## config.mk

```make
export PLATFORM = sky130hd
export DESIGN_NAME = nearest_neighbor_bmp_row_scaler_flat
export DESIGN_NICKNAME = d
export VERILOG_FILES = /design/src/design/nnrs_pkg.sv /design/src/design/nnrs_if.sv /design/src/design/nnrs_cfg.sv /design/src/design/nnrs_ctrl.sv /design/src/design/nnrs_dp.sv /design/src/design/nearest_neighbor_bmp_row_scaler.sv /design/src/flat_wrapper.sv
export SDC_FILE = /design/constraint.sdc
export NUM_CORES = 1
export LEC_CHECK = 0
export BUFFER_PORTS_ARGS = -buffer_cell sky130_fd_sc_hd__buf_2
export CORE_ASPECT_RATIO = 0.6
export CORE_MARGIN = 5
export CORE_UTILIZATION = 35
export CTS_CLUSTER_DIAMETER = 60
export DETAILED_ROUTE_END_ITERATION = 8
export GPL_ROUTABILITY_DRIVEN = 0
export PLACE_DENSITY_LB_ADDON = 0.2
export RECOVER_POWER = 25
export SLEW_MARGIN = 20
export SYNTH_ARGS = -nofsm -noshare
export SYNTH_HDL_FRONTEND = slang
export SYNTH_HIERARCHICAL = 1
export SYNTH_SLANG_ARGS = --single-unit
```

## constraint.sdc

```tcl
create_clock -name clk -period 14 [get_ports clk]
set_input_delay 2.1 -clock clk [delete_from_list [all_inputs] [get_ports clk]]
set_output_delay 2.1 -clock clk [all_outputs]
set_load 0.01 [all_outputs]
```

## src/design/nnrs_pkg.sv

```systemverilog
// Package for the nearest-neighbor BMP row scaler.
// Holds the state, register index, config and command/status types shared by all modules.
// No dependencies.
package nnrs_pkg;

	localparam int APB_AW = 4;
	localparam int APB_DW = 32;
	localparam int PIX_W  = 8;
	localparam int REG_SZ_W = 13;
	localparam int FCT_W  = 5;
	localparam logic [PIX_W-1:0] PAD_BYTE = 8'h00;

	typedef enum logic [1:0] {
		ST_IDLE,
		ST_PIXEL,
		ST_PAD
	} nnrs_state_t;

	typedef enum logic [1:0] {
		REG_MODE,
		REG_FACTOR,
		REG_WIDTH,
		REG_HEIGHT
	} nnrs_reg_t;

	typedef enum logic [1:0] {
		CMP_BLUE,
		CMP_GREEN,
		CMP_RED,
		CMP_NONE
	} nnrs_comp_t;

	typedef struct packed {
		logic                reduce;
		logic [FCT_W-1:0]    factor;
		logic [REG_SZ_W-1:0] width;
		logic [REG_SZ_W-1:0] height;
	} nnrs_cfg_t;

	typedef struct packed {
		logic accept;
		logic load;
		logic pad;
		logic final_byte;
	} nnrs_cmd_t;

	typedef struct packed {
		logic emit;
		logic pix_done;
		logic pad_any;
		logic pad_done;
		logic out_free;
	} nnrs_stat_t;

endpackage

```

## src/design/nnrs_if.sv

```systemverilog
// Handshake interfaces for the nearest-neighbor BMP row scaler.
// nnrs_pix_if carries source pixels, nnrs_byte_if carries output image bytes; no dependencies.
interface nnrs_pix_if;
	logic       valid;
	logic       ready;
	logic [7:0] pix_blue;
	logic [7:0] pix_green;
	logic [7:0] pix_red;

	modport source (output valid, output pix_blue, output pix_green, output pix_red,
		input ready);
	modport sink (input valid, input pix_blue, input pix_green, input pix_red,
		output ready);
endinterface

interface nnrs_byte_if;
	logic       valid;
	logic       ready;
	logic [7:0] out_byte;
	logic       run_last;
	logic       row_done;
	logic       frame_done;

	modport source (output valid, output out_byte, output run_last, output row_done,
		output frame_done, input ready);
	modport sink (input valid, input out_byte, input run_last, input row_done,
		input frame_done, output ready);
endinterface

```

## src/design/nnrs_cfg.sv

```systemverilog
// APB register bank of the nearest-neighbor BMP row scaler.
// Holds mode, factor, width and height; pulses clear on every write. Uses nnrs_pkg.
module nnrs_cfg
	import nnrs_pkg::*;
(
	input  logic              clk,
	input  logic              arst_n,
	input  logic              psel,
	input  logic              penable,
	input  logic              pwrite,
	input  logic [APB_AW-1:0] paddr,
	input  logic [APB_DW-1:0] pwdata,
	output logic [APB_DW-1:0] prdata,
	output logic              pready,
	output nnrs_cfg_t         cfg,
	output logic              clear
);

	nnrs_cfg_t cfg_q;
	nnrs_reg_t reg_sel;
	logic      wr_en;

	assign pready  = 1'b1;
	assign reg_sel = nnrs_reg_t'(paddr[3:2]);
	assign wr_en   = psel && penable && pwrite;
	assign clear   = wr_en;
	assign cfg     = cfg_q;

	always_ff @(posedge clk or negedge arst_n) begin
		if (!arst_n) begin
			cfg_q.reduce <= 1'b0;
			cfg_q.factor <= FCT_W'(1);
			cfg_q.width  <= REG_SZ_W'(1);
			cfg_q.height <= REG_SZ_W'(1);
		end else if (wr_en) begin
			unique case (reg_sel)
				REG_MODE:   cfg_q.reduce <= pwdata[0];
				REG_FACTOR: cfg_q.factor <= pwdata[FCT_W-1:0];
				REG_WIDTH:  cfg_q.width  <= pwdata[REG_SZ_W-1:0];
				REG_HEIGHT: cfg_q.height <= pwdata[REG_SZ_W-1:0];
				default:    cfg_q.reduce <= cfg_q.reduce;
			endcase
		end
	end

	always_comb begin
		unique case (reg_sel)
			REG_MODE:   prdata = APB_DW'(cfg_q.reduce);
			REG_FACTOR: prdata = APB_DW'(cfg_q.factor);
			REG_WIDTH:  prdata = APB_DW'(cfg_q.width);
			REG_HEIGHT: prdata = APB_DW'(cfg_q.height);
			default:    prdata = '0;
		endcase
	end

endmodule

```

## src/design/nnrs_ctrl.sv

```systemverilog
// Controller of the nearest-neighbor BMP row scaler.
// Sequences pixel bytes and row padding and issues commands to nnrs_dp. Uses nnrs_pkg.
module nnrs_ctrl
	import nnrs_pkg::*;
(
	input  logic       clk,
	input  logic       arst_n,
	input  logic       in_valid,
	output logic       in_ready,
	input  nnrs_stat_t stat,
	output nnrs_cmd_t  cmd
);

	nnrs_state_t state_q;
	nnrs_state_t state_d;
	logic        next_pixel;

	always_ff @(posedge clk or negedge arst_n) begin
		if (!arst_n) begin
			state_q <= ST_IDLE;
		end else begin
			state_q <= state_d;
		end
	end

	assign next_pixel = in_valid && stat.emit;

	always_comb begin
		state_d = state_q;
		unique case (state_q)
			ST_IDLE: begin
				if (next_pixel)
					state_d = ST_PIXEL;
			end
			ST_PIXEL: begin
				if (cmd.load && stat.pix_done) begin
					if (stat.pad_any)
						state_d = ST_PAD;
					else
						state_d = next_pixel ? ST_PIXEL : ST_IDLE;
				end
			end
			ST_PAD: begin
				if (cmd.load && stat.pad_done)
					state_d = next_pixel ? ST_PIXEL : ST_IDLE;
			end
			default: state_d = ST_IDLE;
		endcase
	end

	always_comb begin
		cmd = '0;
		unique case (state_q)
			ST_IDLE: begin
				cmd.load = 1'b0;
			end
			ST_PIXEL: begin
				cmd.load       = stat.out_free;
				cmd.final_byte = stat.out_free && stat.pix_done && !stat.pad_any;
			end
			ST_PAD: begin
				cmd.load       = stat.out_free;
				cmd.pad        = 1'b1;
				cmd.final_byte = stat.out_free && stat.pad_done;
			end
			default: cmd.load = 1'b0;
		endcase
		in_ready   = (state_q == ST_IDLE) || cmd.final_byte;
		cmd.accept = in_valid && in_ready;
	end

endmodule

```

## src/design/nnrs_dp.sv

```systemverilog
// Datapath of the nearest-neighbor BMP row scaler.
// Holds position counters, the per-pixel plan, byte counters and the output register.
// Uses nnrs_pkg and nnrs_byte_if; driven by commands from nnrs_ctrl.
module nnrs_dp
	import nnrs_pkg::*;
#(
	parameter int unsigned MAX_WIDTH  = 4096,
	parameter int unsigned MAX_FACTOR = 16
) (
	input  logic               clk,
	input  logic               arst_n,
	input  nnrs_cfg_t          cfg,
	input  logic               clear,
	input  nnrs_cmd_t          cmd,
	output nnrs_stat_t         stat,
	input  logic [PIX_W-1:0]   pix_blue,
	input  logic [PIX_W-1:0]   pix_green,
	input  logic [PIX_W-1:0]   pix_red,
	nnrs_byte_if.source        byte_out
);

	localparam int PW = $clog2(MAX_FACTOR);
	localparam int FW = $clog2(MAX_FACTOR + 1);
	localparam int CW = ($clog2(MAX_WIDTH) < REG_SZ_W) ? $clog2(MAX_WIDTH) : REG_SZ_W;
	localparam int SW = REG_SZ_W + 1;

	logic [FCT_W-1:0]    f5;
	logic [FW-1:0]       f_eff;
	logic [PW-1:0]       f_m1;
	logic [REG_SZ_W-1:0] w_eff;
	logic [REG_SZ_W-1:0] h_eff;
	logic [REG_SZ_W-1:0] w_m1;
	logic [REG_SZ_W-1:0] h_m1;

	logic [CW-1:0]       col_q;
	logic [REG_SZ_W-1:0] row_q;
	logic [PW-1:0]       cph_q;
	logic [PW-1:0]       rph_q;
	logic [1:0]          opx_q;

	logic [PIX_W-1:0]    blue_q;
	logic [PIX_W-1:0]    green_q;
	logic [PIX_W-1:0]    red_q;
	logic                row_end_q;
	logic                frame_end_q;
	logic [1:0]          pad_n_q;
	logic [PW-1:0]       last_rep_q;

	nnrs_comp_t          comp_q;
	logic [PW-1:0]       rep_q;
	logic [1:0]          pad_cnt_q;

	logic                out_valid_q;
	logic [PIX_W-1:0]    out_byte_q;
	logic                run_last_q;
	logic                row_done_q;
	logic                frame_done_q;

	logic [SW-1:0]       c_f;
	logic [SW-1:0]       c_2f;
	logic [SW-1:0]       r_f;
	logic [SW-1:0]       r_2f;
	logic                col_last;
	logic                row_last;
	logic                p_emit;
	logic                p_row_end;
	logic                p_frame_end;
	logic [1:0]          p_pad;
	logic [PIX_W-1:0]    pix_byte;

	always_comb begin
		if (cfg.factor == '0)
			f5 = FCT_W'(1);
		else if (cfg.factor > FCT_W'(MAX_FACTOR))
			f5 = FCT_W'(MAX_FACTOR);
		else
			f5 = cfg.factor;
		f_eff = FW'(f5);
		f_m1  = PW'(f5 - FCT_W'(1));
		if (cfg.width == '0)
			w_eff = REG_SZ_W'(1);
		else if (32'(cfg.width) > MAX_WIDTH)
			w_eff = REG_SZ_W'(MAX_WIDTH);
		else
			w_eff = cfg.width;
		h_eff = (cfg.height == '0) ? REG_SZ_W'(1) : cfg.height;
		w_m1  = w_eff - REG_SZ_W'(1);
		h_m1  = h_eff - REG_SZ_W'(1);
	end

	always_comb begin
		c_f      = SW'(col_q) + SW'(f_eff);
		c_2f     = c_f + SW'(f_eff);
		r_f      = SW'(row_q) + SW'(f_eff);
		r_2f     = r_f + SW'(f_eff);
		col_last = (REG_SZ_W'(col_q) == w_m1);
		row_last = (row_q == h_m1);
		if (!cfg.reduce) begin
			p_emit      = 1'b1;
			p_row_end   = col_last;
			p_frame_end = col_last && row_last && (rph_q == f_m1);
			p_pad       = opx_q + f_eff[1:0];
		end else begin
			p_emit      = (cph_q == '0) && (rph_q == '0) && (c_f <= SW'(w_eff))
				&& (r_f <= SW'(h_eff));
			p_row_end   = p_emit && (c_2f > SW'(w_eff));
			p_frame_end = p_row_end && (r_2f > SW'(h_eff));
			p_pad       = opx_q + 2'd1;
		end
	end

	// advance position counters on every accepted pixel
	always_ff @(posedge clk or negedge arst_n) begin
		if (!arst_n) begin
			col_q <= '0;
			row_q <= '0;
			cph_q <= '0;
			rph_q <= '0;
			opx_q <= '0;
		end else if (clear) begin
			col_q <= '0;
			row_q <= '0;
			cph_q <= '0;
			rph_q <= '0;
			opx_q <= '0;
		end else if (cmd.accept) begin
			if (!cfg.reduce) begin
				if (col_last) begin
					col_q <= '0;
					opx_q <= '0;
					if (rph_q == f_m1) begin
						rph_q <= '0;
						row_q <= row_last ? '0 : row_q + REG_SZ_W'(1);
					end else begin
						rph_q <= rph_q + PW'(1);
					end
				end else begin
					col_q <= col_q + CW'(1);
					opx_q <= opx_q + f_eff[1:0];
				end
			end else begin
				if (p_emit)
					opx_q <= p_row_end ? 2'd0 : opx_q + 2'd1;
				if (col_last) begin
					col_q <= '0;
					cph_q <= '0;
					if (row_last) begin
						row_q <= '0;
						rph_q <= '0;
					end else begin
						row_q <= row_q + REG_SZ_W'(1);
						rph_q <= (rph_q == f_m1) ? '0 : rph_q + PW'(1);
					end
				end else begin
					col_q <= col_q + CW'(1);
					cph_q <= (cph_q == f_m1) ? '0 : cph_q + PW'(1);
				end
			end
		end
	end

	always_ff @(posedge clk) begin
		if (cmd.accept) begin
			blue_q      <= pix_blue;
			green_q     <= pix_green;
			red_q       <= pix_red;
			row_end_q   <= p_row_end;
			frame_end_q <= p_frame_end;
			pad_n_q     <= p_pad;
			last_rep_q  <= cfg.reduce ? '0 : f_m1;
		end
	end

	always_ff @(posedge clk or negedge arst_n) begin
		if (!arst_n) begin
			comp_q    <= CMP_BLUE;
			rep_q     <= '0;
			pad_cnt_q <= '0;
		end else if (cmd.accept) begin
			comp_q    <= CMP_BLUE;
			rep_q     <= '0;
			pad_cnt_q <= '0;
		end else if (cmd.load) begin
			if (cmd.pad) begin
				pad_cnt_q <= pad_cnt_q + 2'd1;
			end else if (comp_q == CMP_RED) begin
				comp_q <= CMP_BLUE;
				rep_q  <= rep_q + PW'(1);
			end else begin
				comp_q <= nnrs_comp_t'(comp_q + 2'd1);
			end
		end
	end

	always_comb begin
		case (comp_q)
			CMP_BLUE:  pix_byte = blue_q;
			CMP_GREEN: pix_byte = green_q;
			CMP_RED:   pix_byte = red_q;
			default:   pix_byte = PAD_BYTE;
		endcase
	end

	always_ff @(posedge clk or negedge arst_n) begin
		if (!arst_n) begin
			out_valid_q <= 1'b0;
		end else if (cmd.load) begin
			out_valid_q <= 1'b1;
		end else if (byte_out.ready) begin
			out_valid_q <= 1'b0;
		end
	end

	always_ff @(posedge clk) begin
		if (cmd.load) begin
			out_byte_q   <= cmd.pad ? PAD_BYTE : pix_byte;
			run_last_q   <= cmd.final_byte;
			row_done_q   <= cmd.final_byte && row_end_q;
			frame_done_q <= cmd.final_byte && frame_end_q;
		end
	end

	assign stat.emit     = p_emit;
	assign stat.pix_done = (comp_q == CMP_RED) && (rep_q == last_rep_q);
	assign stat.pad_any  = row_end_q && (pad_n_q != 2'd0);
	assign stat.pad_done = (pad_cnt_q == pad_n_q - 2'd1);
	assign stat.out_free = !out_valid_q || byte_out.ready;

	assign byte_out.valid      = out_valid_q;
	assign byte_out.out_byte   = out_byte_q;
	assign byte_out.run_last   = run_last_q;
	assign byte_out.row_done   = row_done_q;
	assign byte_out.frame_done = frame_done_q;

endmodule

```

## src/design/nearest_neighbor_bmp_row_scaler.sv

```systemverilog
// Top level of the nearest-neighbor BMP row scaler.
// Instantiates nnrs_cfg, nnrs_ctrl and nnrs_dp; uses nnrs_pkg, nnrs_pix_if, nnrs_byte_if.
//
// pix_in takes one source pixel per transaction; byte_out gives one BMP byte per
// transaction (blue, green, red, then zero padding to a multiple of four bytes at
// each output row end), flagged with run_last, row_done and frame_done.
// Registers sit on the APB port: mode at 0x0, factor at 0x4, width at 0x8, height
// at 0xC. Any write restarts the frame; write only while the block is idle.
// Each accepted pixel is captured in the pixel registers. A pixel that produces bytes
// gives its blue, green and red bytes f times in enlarge mode (once in reduce mode),
// plus the padding bytes at a row end: the output register moves one byte a cycle while
// byte_out does not stall, and the next pixel is taken together with the last byte of
// the current one. A pixel dropped in reduce mode gives no bytes.
// Reset clears the position counters, loads mode 0, factor 1, width 1 and height 1,
// and empties the output register. When byte_out stalls, the output register holds
// its byte and the sequencer waits; pix_in is ready while the block is idle and in
// the cycle that loads the last byte of the current pixel.
module nearest_neighbor_bmp_row_scaler
	import nnrs_pkg::*;
#(
	parameter int unsigned MAX_WIDTH  = 4096,
	parameter int unsigned MAX_FACTOR = 16
) (
	input  logic              clk,
	input  logic              arst_n,
	input  logic              psel,
	input  logic              penable,
	input  logic              pwrite,
	input  logic [APB_AW-1:0] paddr,
	input  logic [APB_DW-1:0] pwdata,
	output logic [APB_DW-1:0] prdata,
	output logic              pready,
	nnrs_pix_if.sink          pix_in,
	nnrs_byte_if.source       byte_out
);

	nnrs_cfg_t  cfg;
	logic       clear;
	nnrs_cmd_t  cmd;
	nnrs_stat_t stat;
	logic       in_ready;

	nnrs_cfg u_cfg (
		.clk     (clk),
		.arst_n  (arst_n),
		.psel    (psel),
		.penable (penable),
		.pwrite  (pwrite),
		.paddr   (paddr),
		.pwdata  (pwdata),
		.prdata  (prdata),
		.pready  (pready),
		.cfg     (cfg),
		.clear   (clear)
	);

	nnrs_ctrl u_ctrl (
		.clk      (clk),
		.arst_n   (arst_n),
		.in_valid (pix_in.valid),
		.in_ready (in_ready),
		.stat     (stat),
		.cmd      (cmd)
	);

	nnrs_dp #(
		.MAX_WIDTH  (MAX_WIDTH),
		.MAX_FACTOR (MAX_FACTOR)
	) u_dp (
		.clk       (clk),
		.arst_n    (arst_n),
		.cfg       (cfg),
		.clear     (clear),
		.cmd       (cmd),
		.stat      (stat),
		.pix_blue  (pix_in.pix_blue),
		.pix_green (pix_in.pix_green),
		.pix_red   (pix_in.pix_red),
		.byte_out  (byte_out)
	);

	assign pix_in.ready = in_ready;

	a_load_free: assert property (@(posedge clk) disable iff (!arst_n)
		cmd.load |-> stat.out_free)
		else $error("byte loaded over an untaken output byte");

	a_frame_flags: assert property (@(posedge clk) disable iff (!arst_n)
		byte_out.valid && byte_out.frame_done |-> byte_out.row_done && byte_out.run_last)
		else $error("frame end without row end and run end");

	a_pad_zero: assert property (@(posedge clk) disable iff (!arst_n)
		cmd.load && cmd.pad |=> byte_out.valid && (byte_out.out_byte == PAD_BYTE))
		else $error("padding byte is not zero");

	a_busy_accept: assert property (@(posedge clk) disable iff (!arst_n)
		cmd.accept && cmd.load |-> cmd.final_byte)
		else $error("pixel taken before the current one finished");

endmodule

```

## src/flat_wrapper.sv

```systemverilog
// flat-port wrapper written by rule: the top's interface ports become plain ports
module nearest_neighbor_bmp_row_scaler_flat import nnrs_pkg::*;
#(
	parameter int unsigned MAX_WIDTH  = 4096,
	parameter int unsigned MAX_FACTOR = 16
)
  (clk, arst_n, psel, penable, pwrite, paddr, pwdata, prdata, pready, pix_in_valid, pix_in_pix_blue, pix_in_pix_green, pix_in_pix_red, pix_in_ready, byte_out_valid, byte_out_out_byte, byte_out_run_last, byte_out_row_done, byte_out_frame_done, byte_out_ready);
  nnrs_pix_if pix_in_i ();
  nnrs_byte_if byte_out_i ();
  input  logic clk;
  input  logic arst_n;
  input  logic psel;
  input  logic penable;
  input  logic pwrite;
  input  logic [APB_AW-1:0] paddr;
  input  logic [APB_DW-1:0] pwdata;
  output logic [APB_DW-1:0] prdata;
  output logic pready;
  input wire logic [$bits(pix_in_i.valid)-1:0] pix_in_valid;
  input wire logic [$bits(pix_in_i.pix_blue)-1:0] pix_in_pix_blue;
  input wire logic [$bits(pix_in_i.pix_green)-1:0] pix_in_pix_green;
  input wire logic [$bits(pix_in_i.pix_red)-1:0] pix_in_pix_red;
  output wire logic [$bits(pix_in_i.ready)-1:0] pix_in_ready;
  output wire logic [$bits(byte_out_i.valid)-1:0] byte_out_valid;
  output wire logic [$bits(byte_out_i.out_byte)-1:0] byte_out_out_byte;
  output wire logic [$bits(byte_out_i.run_last)-1:0] byte_out_run_last;
  output wire logic [$bits(byte_out_i.row_done)-1:0] byte_out_row_done;
  output wire logic [$bits(byte_out_i.frame_done)-1:0] byte_out_frame_done;
  input wire logic [$bits(byte_out_i.ready)-1:0] byte_out_ready;
  assign pix_in_i.valid = pix_in_valid;
  assign pix_in_i.pix_blue = pix_in_pix_blue;
  assign pix_in_i.pix_green = pix_in_pix_green;
  assign pix_in_i.pix_red = pix_in_pix_red;
  assign pix_in_ready = pix_in_i.ready;
  assign byte_out_valid = byte_out_i.valid;
  assign byte_out_out_byte = byte_out_i.out_byte;
  assign byte_out_run_last = byte_out_i.run_last;
  assign byte_out_row_done = byte_out_i.row_done;
  assign byte_out_frame_done = byte_out_i.frame_done;
  assign byte_out_i.ready = byte_out_ready;
  nearest_neighbor_bmp_row_scaler #(.MAX_WIDTH(MAX_WIDTH), .MAX_FACTOR(MAX_FACTOR)) u_core (.clk(clk), .arst_n(arst_n), .psel(psel), .penable(penable), .pwrite(pwrite), .paddr(paddr), .pwdata(pwdata), .prdata(prdata), .pready(pready), .pix_in(pix_in_i), .byte_out(byte_out_i));
endmodule
```

# Yosys cells after proc, flatten, opt, wreduce, memory -nomap -nowiden
# Index checks and enable logic that the tools add are counted.
dict set report op_classes {
  n_eq_ne 18
  muxes 61
  n_reduce_logical 54
  addsub 17
  magnitude_cmp 6
}
# operator count
set ops {}
lappend ops {{$mux 13} 10}
lappend ops {{$pmux 32 s4} 1}
lappend ops {{$mux 4} 16}
lappend ops {{$mux 12} 3}
lappend ops {{$mux 2} 18}
lappend ops {{$add 13x5->14} 2}
lappend ops {{$gt 14x13->1} 2}
lappend ops {{$logic_not 13->1} 2}
lappend ops {{$sub 13x1->13 const B} 2}
lappend ops {{$pmux 8 s3} 1}
lappend ops {{$logic_and 1x1->1} 20}
lappend ops {{$reduce_and 2->1} 9}
lappend ops {{$reduce_bool 2->1} 8}
lappend ops {{$add 14x5->14} 1}
lappend ops {{$le 14x13->1} 1}
lappend ops {{$add 12x5->13} 1}
lappend ops {{$add 13x1->13 const B} 1}
lappend ops {{$eq 12x13->1} 1}
lappend ops {{$eq 13x13->1} 1}
lappend ops {{$gt 13x13->1 const B} 1}
lappend ops {{$le 13x13->1} 1}
lappend ops {{$add 12x1->12 const B} 1}
lappend ops {{$add 4x1->4 const B} 3}
lappend ops {{$eq 4x4->1} 3}
lappend ops {{23 further kinds} 47}
dict set report totals {
  word_cells 181
  in_bits 67
  out_inout_bits 46
  regBits 121
}

# Depth between registers and ports, before layout
# Gate-level depths: netlist of run 1.
dict set report depth {
  word_depth 14
  depth_mapped 26
  mapped_depth_nobuf 26
}

# Cells and area by module
# The synthesis of run 1 kept the hierarchy.
# module cells_each n_inst seq_area_each_um2 area_per_inst_um2
set by_module_without_submodules {}
lappend by_module_without_submodules {nnrs_dp 908 1 2392.3 8102.8}
lappend by_module_without_submodules {nnrs_cfg 125 1 804.5 1710.4}
lappend by_module_without_submodules {nnrs_ctrl 25 1 50.0 221.5}

# Worst setup path after synthesis of run 1
# No wires, ideal clock.
dict set report synth_timing {
  path_kind {input to register}
  start {input byte_out_ready}
  end {register u_core.u_dp.row_q[11]}
  arrival_time_ns 5.075
  setup_slack_ns 8.824
  cell_stages 8
  n_path_buf 0
  setup_ns 0.101
  required_time_ns 13.899
  path_cell_list {nand2b_1 > and2_2 > a21boi_0 > o21a_1 > o21ai_1 > nor4_2 > nand2_1 > o32ai_1}
}
# element line_no
set synth_lines {}
lappend synth_lines {{from (decl)} flat_wrapper.sv:29} ;# input wire logic [$bits(byte_out_i.ready)-1:0] byte_out_ready;
lappend synth_lines {{to (signal assigned)} nnrs_dp.sv:133} ;# row_q <= row_last ? '0 : row_q + REG_SZ_W'(1);
lappend synth_lines {{to (signal assigned)} nnrs_dp.sv:151} ;# row_q <= row_q + REG_SZ_W'(1);
lappend synth_lines {{to (decl)} nnrs_dp.sv:36} ;# logic [REG_SZ_W-1:0] row_q;

# Worst setup path after layout of run 1
dict set report layout_timing {
  start {register u_core.u_cfg.cfg_q, in the netlist u_core/u_cfg/cfg[30]}
  end {register u_core.u_dp.opx_q[0]}
}
dict set report layout_between {
  elab_chain_len 14
  elab_cells_between_ends 24
  classes_between {add/sub (4); order compare (4); eq/ne (1); mux (10); reduce/logical (5)}
}
# element line_no
set layout_rtl {}
lappend layout_rtl {{from (decl)} nnrs_cfg.sv:19} ;# nnrs_cfg_t cfg_q;
lappend layout_rtl {{$gt 5x5->1} nnrs_dp.sv:74} ;# else if (cfg.factor > FCT_W'(MAX_FACTOR))
lappend layout_rtl {{$mux 5} nnrs_dp.sv:74}
lappend layout_rtl {{$mux 5 (*)} nnrs_dp.sv:72} ;# if (cfg.factor == '0)
lappend layout_rtl {{parallel branches: the longest is 11 deep, another holds $add 13x5->14} -}
lappend layout_rtl {{to (signal assigned)} nnrs_dp.sv:139} ;# opx_q <= opx_q + f_eff[1:0];
lappend layout_rtl {{to (signal assigned)} nnrs_dp.sv:143} ;# opx_q <= p_row_end ? 2'd0 : opx_q + 2'd1;
lappend layout_rtl {{to (decl)} nnrs_dp.sv:39} ;# logic [1:0] opx_q;
# Mark *: on every way between the ends. The select of a mux whose other input is x is not followed.
# A chain may end at the register's enable or synchronous reset.

==> impl_summary.log, run 1 <==
INFO  metric grt_pass1_vias = 7665
INFO  metric finalSetupViolCount = 0
INFO  metric holdCritPathClass = reg -> reg
INFO  metric layout.nets = approximately 1300
INFO  metric placed_cells_incl_taps = between 1000 and 1500
INFO  metric pin_count_of_the_biggest_net_entering_global_routing = 56
INFO  metric worstSetupEndpointType = register
INFO  metric crit_path_required_time = between 10 and 15 ns
INFO  metric post_synth_num_cell_types = 93
INFO  metric postSynth.topFlopCell = sky130_fd_sc_hd__dfrtp_1
INFO  metric power-per-cell-area = roughly 160 mW/mm²
INFO  metric detail_route.iter0.violations = 602
INFO  metric cts_made_buffers = 17
INFO  metric criticalPathCategory = reg -> reg
INFO  metric via_count = 7956
INFO  metric synth_edf_count = 43
INFO  metric post_cts.resized_instances = 0
INFO  metric overflow = 0
INFO  metric max-cap-violations = 1
INFO  metric min_period = slightly above 6 ns
INFO  metric timing.critical_path.from_type = register
INFO  metric violated_checks = capacitance limit, slew limit
INFO  metric core-area = between 0.02 and 0.03 mm²
INFO  metric cts_max_level = 4
INFO  metric final_wl = around 27000 µm
INFO  metric grt_util_all_layers = 0.172
INFO  metric clk_pin_slew = 0.06 ns
INFO  metric multi_input_logic_area = 0.00617 mm²
INFO  metric register_area = 0.00325 mm²
INFO  metric detail_routed_via_count_per_cell = 5.28
INFO  metric post_layout_nonfiller_instances = 1506
INFO  metric worst_r2r_path_depth = 22
INFO  metric max-vdd-ir-drop = 76.0 µV
INFO  metric antenna_found_initial = 0
INFO  metric worst_path_arrival = about 6.5 ns
INFO  metric worstHoldPathCells = 1
INFO  metric tritoncts = yes
INFO  metric port-buffer-count = 71
INFO  metric yosys_warnings = 6
INFO  metric timing.slew.headroom = -0.0589
INFO  metric postCtsSetupRepairBufs = 0
INFO  metric die-width = 229 µm
INFO  metric netlist_area = 0.0100 mm²
INFO  metric clock_tree.root_cell = sky130_fd_sc_hd__clkbuf_16
INFO  metric fillers = 2844
INFO  metric cts-hold-fix-buffers = 0
INFO  metric cts.sinks = 121
INFO  metric dieArea = 0.0323 mm²
INFO  metric maxSlewViolCount = 25
INFO  metric layout-area-overhead-vs-synth = 11.0%
INFO  metric grt_first_pass_wirelength = ~44000 µm
INFO  metric most-common-layout-cells = sky130_fd_sc_hd__ha_1 (88), sky130_fd_sc_hd__nor2_1 (85), sky130_fd_sc_hd__dfrtp_1 (75), sky130_fd_sc_hd__buf_2 (70), sky130_fd_sc_hd__inv_1 (70)
INFO  metric outcome = finished, violations left
INFO  metric synth_seq_cells = between 100 and 150
INFO  metric max-clock-path-buffers = 2
INFO  metric critPathMaxFanout = 11
INFO  metric die_h = 141 µm
INFO  metric most_common_library_cell_in_the_layout_ignoring_fill_and_taps = sky130_fd_sc_hd__ha_1
INFO  metric setup-tns-final = 0 ns
INFO  metric max_freq = roughly 0.16 GHz
INFO  metric layout_cells_sized_above_1 = 0.162
INFO  metric ys_seq_area_frac = 0.324
INFO  metric leakage = slightly below 5 nW
INFO  metric ant_nets = 0
INFO  metric clk_latency = ~0.44 ns
INFO  metric min_period_over_period = 0.442
INFO  metric post-dp-hpwl = 20800 µm
INFO  metric grt_setup_unrepaired = no
INFO  metric drt_first_pass_iters = 5
INFO  metric max_slew.worst_pin.slew = between 1.5 and 2 ns
INFO  metric asyncSetResetFlopFracSynth = 0.645
INFO  metric detail_route.drc_violations = 0
INFO  metric post_synth_inst_count = approximately 1100
INFO  metric number_of_core_rows = 48
INFO  metric syn_area_per_cell = 9.48 µm²
INFO  metric drt-wirelength-per-cell = ~18 µm
INFO  metric start_util = 0.352
INFO  metric timing_hold_violations_final = 0
INFO  metric finClkSkew = 0.0104 ns
INFO  metric design.portCount = 113
[layer usage]
metal / wire length (µm) / vias up / share of wire / track usage
li1: - / 3927 / - / -
met1: 14700 / 3824 / 0.54 / 0.275
met2: 10700 / 194 / 0.39 / 0.232
met3: 1750 / 11 / 0.064 / 0.0415
met4: 196 / 0 / 0.0072 / 0.0324
met5: 0 / - / 0 / 0
[stage by stage]
stage | total power [W] | util | hold WS [ns] | area, µm² | setup WS (ns)
after global routing | 0.00198 | 0.390 | 0.560 | 11100 | 7.21
after CTS | 0.00184 | 0.390 | 0.553 | 11100 | 7.83
after detailed placement | 0.00139 | 0.370 | 0.542 | 10600 | 7.84
after floorplan | 0.00117 | - | 0.497 | 10100 | 8.82
final | 0.00184 | 0.390 | 0.538 | 11100 | 7.81
after global placement | 0.00138 | 0.370 | 0.537 | 10600 | 7.96
[cell type report]
type                            count  share of cell area
Clock buffer                       22              0.0408
Multi-Input combinational cell    827               0.554
Sequential cell                   121               0.292
Tap cell                          375              0.0421
Antenna cell                        1            0.000225
Inverter                           72              0.0243
Clock inverter                     10              0.0108
Timing Repair Buffer               78              0.0365
[cells by family (layout without fill, tap and decap cells)]
logic type,Yosys count,after routing,share of synthesized area
flops,121,121,0.324
fa+ha+maj,92,92,0.118
compound gates,213,213,0.147
other cells,2,21,0.000748
buf+inv,128,182,0.0686
simple gates,350,350,0.190
xor+xnor,90,90,0.0799
mux,62,62,0.0717
[worst max-delay path, cell delays in order (launching register included)]
cell and delay [ns]:
sky130_fd_sc_hd__dfrtp_1 0.67, sky130_fd_sc_hd__nand2b_1 0.43, sky130_fd_sc_hd__inv_1 0.28, sky130_fd_sc_hd__ha_1 0.34
sky130_fd_sc_hd__a21o_1 0.19, sky130_fd_sc_hd__a21oi_1 0.35, sky130_fd_sc_hd__xnor2_1 0.18, sky130_fd_sc_hd__ha_1 0.33
sky130_fd_sc_hd__inv_1 0.05, sky130_fd_sc_hd__o21ai_0 0.27, sky130_fd_sc_hd__and2_1 0.18, sky130_fd_sc_hd__o21a_1 0.16
sky130_fd_sc_hd__nand3_1 0.12, sky130_fd_sc_hd__nand3b_1 0.29, sky130_fd_sc_hd__o32ai_1 0.36, sky130_fd_sc_hd__ha_1 0.20
sky130_fd_sc_hd__nand3_1 0.11, sky130_fd_sc_hd__or3_1 0.49, sky130_fd_sc_hd__a31oi_1 0.20, sky130_fd_sc_hd__o21ai_0 0.14
sky130_fd_sc_hd__or3_1 0.43, sky130_fd_sc_hd__a2bb2oi_1 0.17, sky130_fd_sc_hd__a21oi_1 0.08
[sequential cells by signal (all words and copies together), names as in the netlist, 2 cells and up]
| name | cells |
|---|---|
| u_core/u_dp/rep_q | 4 |
| u_core/u_cfg/cfg | 32 |
| u_core/u_dp/byte_out.out_byte | 8 |
| u_core/u_dp/green_q | 8 |
| u_core/u_dp/red_q | 8 |
| u_core/u_dp/pad_n_q | 2 |
| u_core/u_ctrl/state_q | 2 |
| u_core/u_dp/rph_q | 4 |
| u_core/u_dp/cph_q | 4 |
| u_core/u_dp/row_q | 13 |
| u_core/u_dp/opx_q | 2 |
| u_core/u_dp/col_q | 12 |
| u_core/u_dp/pad_cnt_q | 2 |
| u_core/u_dp/last_rep_q | 4 |
| u_core/u_dp/comp_q | 2 |
| u_core/u_dp/blue_q | 8 |
[cells in the mapped netlist, types with 5 or more instances]
cell type / count / area [µm²]
sky130_fd_sc_hd__a211oi_1: 5 / 37.5
sky130_fd_sc_hd__a21boi_0: 9 / 67.6
sky130_fd_sc_hd__a21o_1: 14 / 105
sky130_fd_sc_hd__a21oi_1: 61 / 305
sky130_fd_sc_hd__a22o_1: 6 / 52.6
sky130_fd_sc_hd__a31oi_1: 7 / 43.8
sky130_fd_sc_hd__and2_1: 8 / 50.1
sky130_fd_sc_hd__and3_1: 10 / 62.6
sky130_fd_sc_hd__buf_2: 5 / 25.0
sky130_fd_sc_hd__buf_4: 21 / 158
sky130_fd_sc_hd__buf_6: 6 / 67.6
sky130_fd_sc_hd__clkbuf_1: 16 / 60.1
sky130_fd_sc_hd__clkbuf_8: 5 / 68.8
sky130_fd_sc_hd__dfrtp_1: 75 / 1880
sky130_fd_sc_hd__edfxtp_1: 43 / 1290
sky130_fd_sc_hd__ha_1: 88 / 1100
sky130_fd_sc_hd__inv_1: 70 / 263
sky130_fd_sc_hd__mux2_2: 29 / 327
sky130_fd_sc_hd__mux2_4: 10 / 150
sky130_fd_sc_hd__mux2i_1: 22 / 220
sky130_fd_sc_hd__nand2_1: 59 / 221
sky130_fd_sc_hd__nand2b_1: 14 / 87.6
sky130_fd_sc_hd__nand3_1: 32 / 160
sky130_fd_sc_hd__nand3b_1: 6 / 45.0
sky130_fd_sc_hd__nand4_1: 23 / 144
sky130_fd_sc_hd__nand4b_1: 7 / 61.3
sky130_fd_sc_hd__nor2_1: 85 / 319
sky130_fd_sc_hd__nor2b_1: 28 / 175
sky130_fd_sc_hd__nor3_1: 15 / 75.1
sky130_fd_sc_hd__nor3b_1: 6 / 45.0
sky130_fd_sc_hd__nor4_1: 6 / 37.5
sky130_fd_sc_hd__nor4_2: 5 / 62.6
sky130_fd_sc_hd__o211ai_1: 7 / 52.6
sky130_fd_sc_hd__o21a_1: 5 / 37.5
sky130_fd_sc_hd__o21ai_0: 32 / 160
sky130_fd_sc_hd__o22ai_1: 8 / 50.1
sky130_fd_sc_hd__o31ai_1: 5 / 37.5
sky130_fd_sc_hd__o32ai_1: 6 / 52.6
sky130_fd_sc_hd__o41ai_1: 9 / 78.8
sky130_fd_sc_hd__or2_2: 7 / 43.8
sky130_fd_sc_hd__or3_1: 12 / 75.1
sky130_fd_sc_hd__or4_1: 6 / 45.0
sky130_fd_sc_hd__xnor2_1: 56 / 490
sky130_fd_sc_hd__xor2_1: 33 / 289
[final timing paths]
| check | start | slack (ns) | endpoint |
|---|---|---|---|
| max | u_core/u_cfg/cfg[30] | 7.81 | u_core/u_dp/opx_q[0] |
| min | u_core/u_dp/frame_end_q | 0.54 | u_core/u_dp/byte_out.frame_done |
| max reg2reg | u_core/u_cfg/cfg[30] | 7.81 | u_core/u_dp/opx_q[0] |
| min reg2reg | u_core/u_dp/frame_end_q | 0.54 | u_core/u_dp/byte_out.frame_done |
| max in group asynchronous | arst_n | 10.40 | u_core/u_cfg/cfg[5] |
| min in group asynchronous | arst_n | 2.06 | u_core/u_dp/row_q[12] |
[power breakdown]
group	switching, W	total, W	leakage (nW)	internal [W]
combinational	0.000472	0.000823	3.13	0.000351
sequential	0.000101	0.000572	1.42	0.000471
clock	0.000173	0.000441	0.275	0.000267
(Power assumes the default switching activity.)
==> run 2: changes to the inputs <==
==> constraint.sdc (replaced) <==
create_clock -name clk -period 5.1 [get_ports clk]
set_input_delay 0.765 -clock clk [delete_from_list [all_inputs] [get_ports clk]]
set_output_delay 0.765 -clock clk [all_outputs]
set_load 0.01 [all_outputs]
==> impl_summary.log, run 2 (synthesized netlist as in run 1, its figures left out) <==
INFO  metric placed_cells_incl_taps = between 1500 and 2000
INFO  metric number_of_core_rows = 48
INFO  metric clock_tree.root_cell = sky130_fd_sc_hd__clkbuf_16
INFO  metric grt_setup_unrepaired = yes
INFO  metric port-buffer-count = 71
INFO  metric met1_length = 15500 µm
INFO  metric worstSetupEndpointType = register
INFO  metric ant_nets = 0
INFO  metric routed-wl-met3 = 1730 µm
INFO  metric grt_util_all_layers = 0.175
INFO  metric total_power = roughly 0.0053 W
INFO  metric design.portCount = between 100 and 150
INFO  metric cts.sinks = roughly 120
INFO  metric min_period_over_period = 0.973
INFO  metric cts_max_level = 4
INFO  metric tritoncts = yes
INFO  metric layout-area-overhead-vs-synth = 18.8%
INFO  metric layout.nets = 1354
INFO  metric finalSetupViolCount = 0
INFO  metric timing_hold_violations_final = 0
INFO  metric multi_input_logic_area = around 0.0064 mm²
INFO  metric crit-reg2reg-capture = u_core/u_dp/frame_end_q
INFO  metric route.met2.wl = 10900 µm
INFO  metric timing.rr.start = u_core/u_cfg/cfg[27]
INFO  metric max_slew.worst_pin.slew = 2.67 ns
INFO  metric timing.critical_path.from_type = register
INFO  metric outcome = finished, violations left
INFO  metric core-area = 0.0285 mm²
INFO  metric post-dp-hpwl = between 20000 and 25000 µm
INFO  metric timing.slew.headroom = -0.782
INFO  metric fillers = 2800
INFO  metric cts_made_buffers = 17
INFO  metric critPathMaxFanout = 3
INFO  metric start_util = 0.352
INFO  metric clk_pin_slew = 0.06 ns
INFO  metric worst_r2r_path_depth = 27
INFO  metric layout_cells_sized_above_1 = 0.256
INFO  metric dieArea = about 0.032 mm²
INFO  metric grt_pass1_vias = 7803
INFO  metric most-common-layout-cells = sky130_fd_sc_hd__ha_1 (85), sky130_fd_sc_hd__buf_4 (83), sky130_fd_sc_hd__nor2_1 (83), sky130_fd_sc_hd__dfrtp_1 (75), sky130_fd_sc_hd__buf_2 (70)
INFO  metric holdCritPathClass = in -> reg
INFO  metric detail_route.drc_violations = 0
INFO  metric die_h = 141 µm
INFO  metric n_antenna_cell = 0
INFO  metric worstHoldPathCells = 1
INFO  metric worst_path_arrival = 5.12 ns
INFO  metric die-width = 229 µm
INFO  metric most_common_library_cell_in_the_layout_ignoring_fill_and_taps = sky130_fd_sc_hd__ha_1
INFO  metric via_count = 8276
INFO  metric largest_register_ff_count = 32
INFO  metric worst_setup_path_endpoint = u_core/u_dp/frame_end_q
INFO  metric antenna_found_initial = 0
INFO  metric drt_first_pass_iters = 5
INFO  metric max-cap-violations = 1
INFO  metric crit_path_required_time = 5.26 ns
INFO  metric clk_latency = 0.43 ns
INFO  metric power-per-cell-area = 445 mW/mm²
INFO  metric max_freq = 0.202 GHz
INFO  metric drt-wirelength-per-cell = ~18 µm
INFO  metric leakage = 5.24 nW
INFO  metric criticalPathCategory = reg -> reg
INFO  metric overflow = 0
INFO  metric post_layout_nonfiller_instances = 1583
INFO  metric register_area = 0.00325 mm²
INFO  metric maxSlewViolCount = 46
INFO  metric critical_path.startpoint = u_core/u_cfg/cfg[27]
INFO  metric final_wl = 28300 µm
INFO  metric max-vdd-ir-drop = between 200 and 300 µV
INFO  metric detail_route.iter0.violations = 587
INFO  metric min_period = 4.96 ns
INFO  metric detail_routed_via_count_per_cell = 5.23
INFO  metric pin_count_of_the_biggest_net_entering_global_routing = 46
INFO  metric routed.top_layer = met4
INFO  metric finClkSkew = 0.0138 ns
INFO  metric cts-hold-fix-buffers = 0
INFO  metric r2r_setup_slack = 0.14 ns
INFO  metric violated_checks = capacitance limit, slew limit
INFO  metric max-clock-path-buffers = 2
INFO  metric grt_first_pass_wirelength = 44800 µm
==> run 2: worst min-delay path by stage <==
| stage | end | slack, ns | start |
|---|---|---|---|
| CTS | u_core/u_dp/row_q[12] | 0.37 | arst_n |
| global placement | u_core/u_dp/byte_out.out_byte[0] | 0.53 | u_core/u_dp/red_q[0] |
| global route | u_core/u_dp/red_q[1] | 0.48 | pix_in_pix_red[1] |
| floorplan | u_core/u_cfg/cfg[10] | 0.47 | arst_n |
| detailed placement | u_core/u_dp/byte_out.out_byte[6] | 0.55 | u_core/u_dp/red_q[6] |
| finish | u_core/u_dp/red_q[4] | 0.51 | pix_in_pix_red[4] |
==> run 2: cell type report <==
cell class	count	share of cell area
Multi-Input combinational cell	827	0.535
Inverter	72	0.0227
Tap cell	375	0.0394
Clock buffer	19	0.0363
Timing Repair Buffer	156	0.0839
Clock inverter	13	0.00997
Sequential cell	121	0.272
==> run 2: per-layer routing <==
| layer | global-route usage | vias up |
|---|---|---|
| li1 | - | 4093 |
| met1 | 0.284 | 3973 |
| met2 | 0.230 | 198 |
| met3 | 0.0417 | 12 |
| met4 | 0.0363 | 0 |
| met5 | 0 | - |
==> run 2: power by group <==
| part | total, W | switching [W] | internal (W) |
|---|---|---|---|
| Clock | 0.00115 | 0.000481 | 0.000673 |
| Combinational | 0.00263 | 0.00144 | 0.00119 |
| Sequential | 0.00152 | 0.000230 | 0.00129 |
==> run 2: timing repair <==
item                       CTS  global route
gates resized for setup     18            42
hold endpoints to repair     0             0
buffers inserted             0            11
setup endpoints to repair    6             6
pin swaps                    3            53
==> run 2: stage by stage <==
stage          hold slack (ns)   util  instance area (µm²)  setup WS, ns  TNS, ns
4_1_cts                  0.366  0.410                11700       0.00203        0
3_5_place_dp             0.545  0.388                11100        -0.256   -0.988
5_1_grt                  0.483  0.418                11900        -0.127   -0.393
6_report                 0.511  0.418                11900         0.138        0
2_1_floorplan            0.469      -                10100         0.240        0
3_3_place_gp             0.533  0.388                11100        -0.184   -0.535
==> run 2: critical path, cell delays in order, from the launching register on <==
cell and delay (ns):
sky130_fd_sc_hd__dfrtp_1 0.36, sky130_fd_sc_hd__nor3_2 0.06, sky130_fd_sc_hd__nor2_1 0.13, sky130_fd_sc_hd__nor2_2 0.07
sky130_fd_sc_hd__buf_6 0.12, sky130_fd_sc_hd__buf_6 0.11, sky130_fd_sc_hd__ha_4 0.16, sky130_fd_sc_hd__fa_2 0.58
sky130_fd_sc_hd__inv_2 0.04, sky130_fd_sc_hd__fa_2 0.34, sky130_fd_sc_hd__inv_2 0.06, sky130_fd_sc_hd__a21oi_2 0.04
sky130_fd_sc_hd__o21ai_1 0.19, sky130_fd_sc_hd__a21o_1 0.16, sky130_fd_sc_hd__nand2_2 0.07, sky130_fd_sc_hd__nor3_2 0.15
sky130_fd_sc_hd__buf_4 0.17, sky130_fd_sc_hd__xnor2_2 0.08, sky130_fd_sc_hd__ha_1 0.33, sky130_fd_sc_hd__a21o_1 0.17
sky130_fd_sc_hd__a21o_1 0.15, sky130_fd_sc_hd__a211o_1 0.25, sky130_fd_sc_hd__a221o_1 0.33, sky130_fd_sc_hd__a21oi_2 0.13
sky130_fd_sc_hd__a21oi_2 0.05, sky130_fd_sc_hd__nor3_2 0.17, sky130_fd_sc_hd__buf_4 0.15, sky130_fd_sc_hd__o32ai_2 0.06
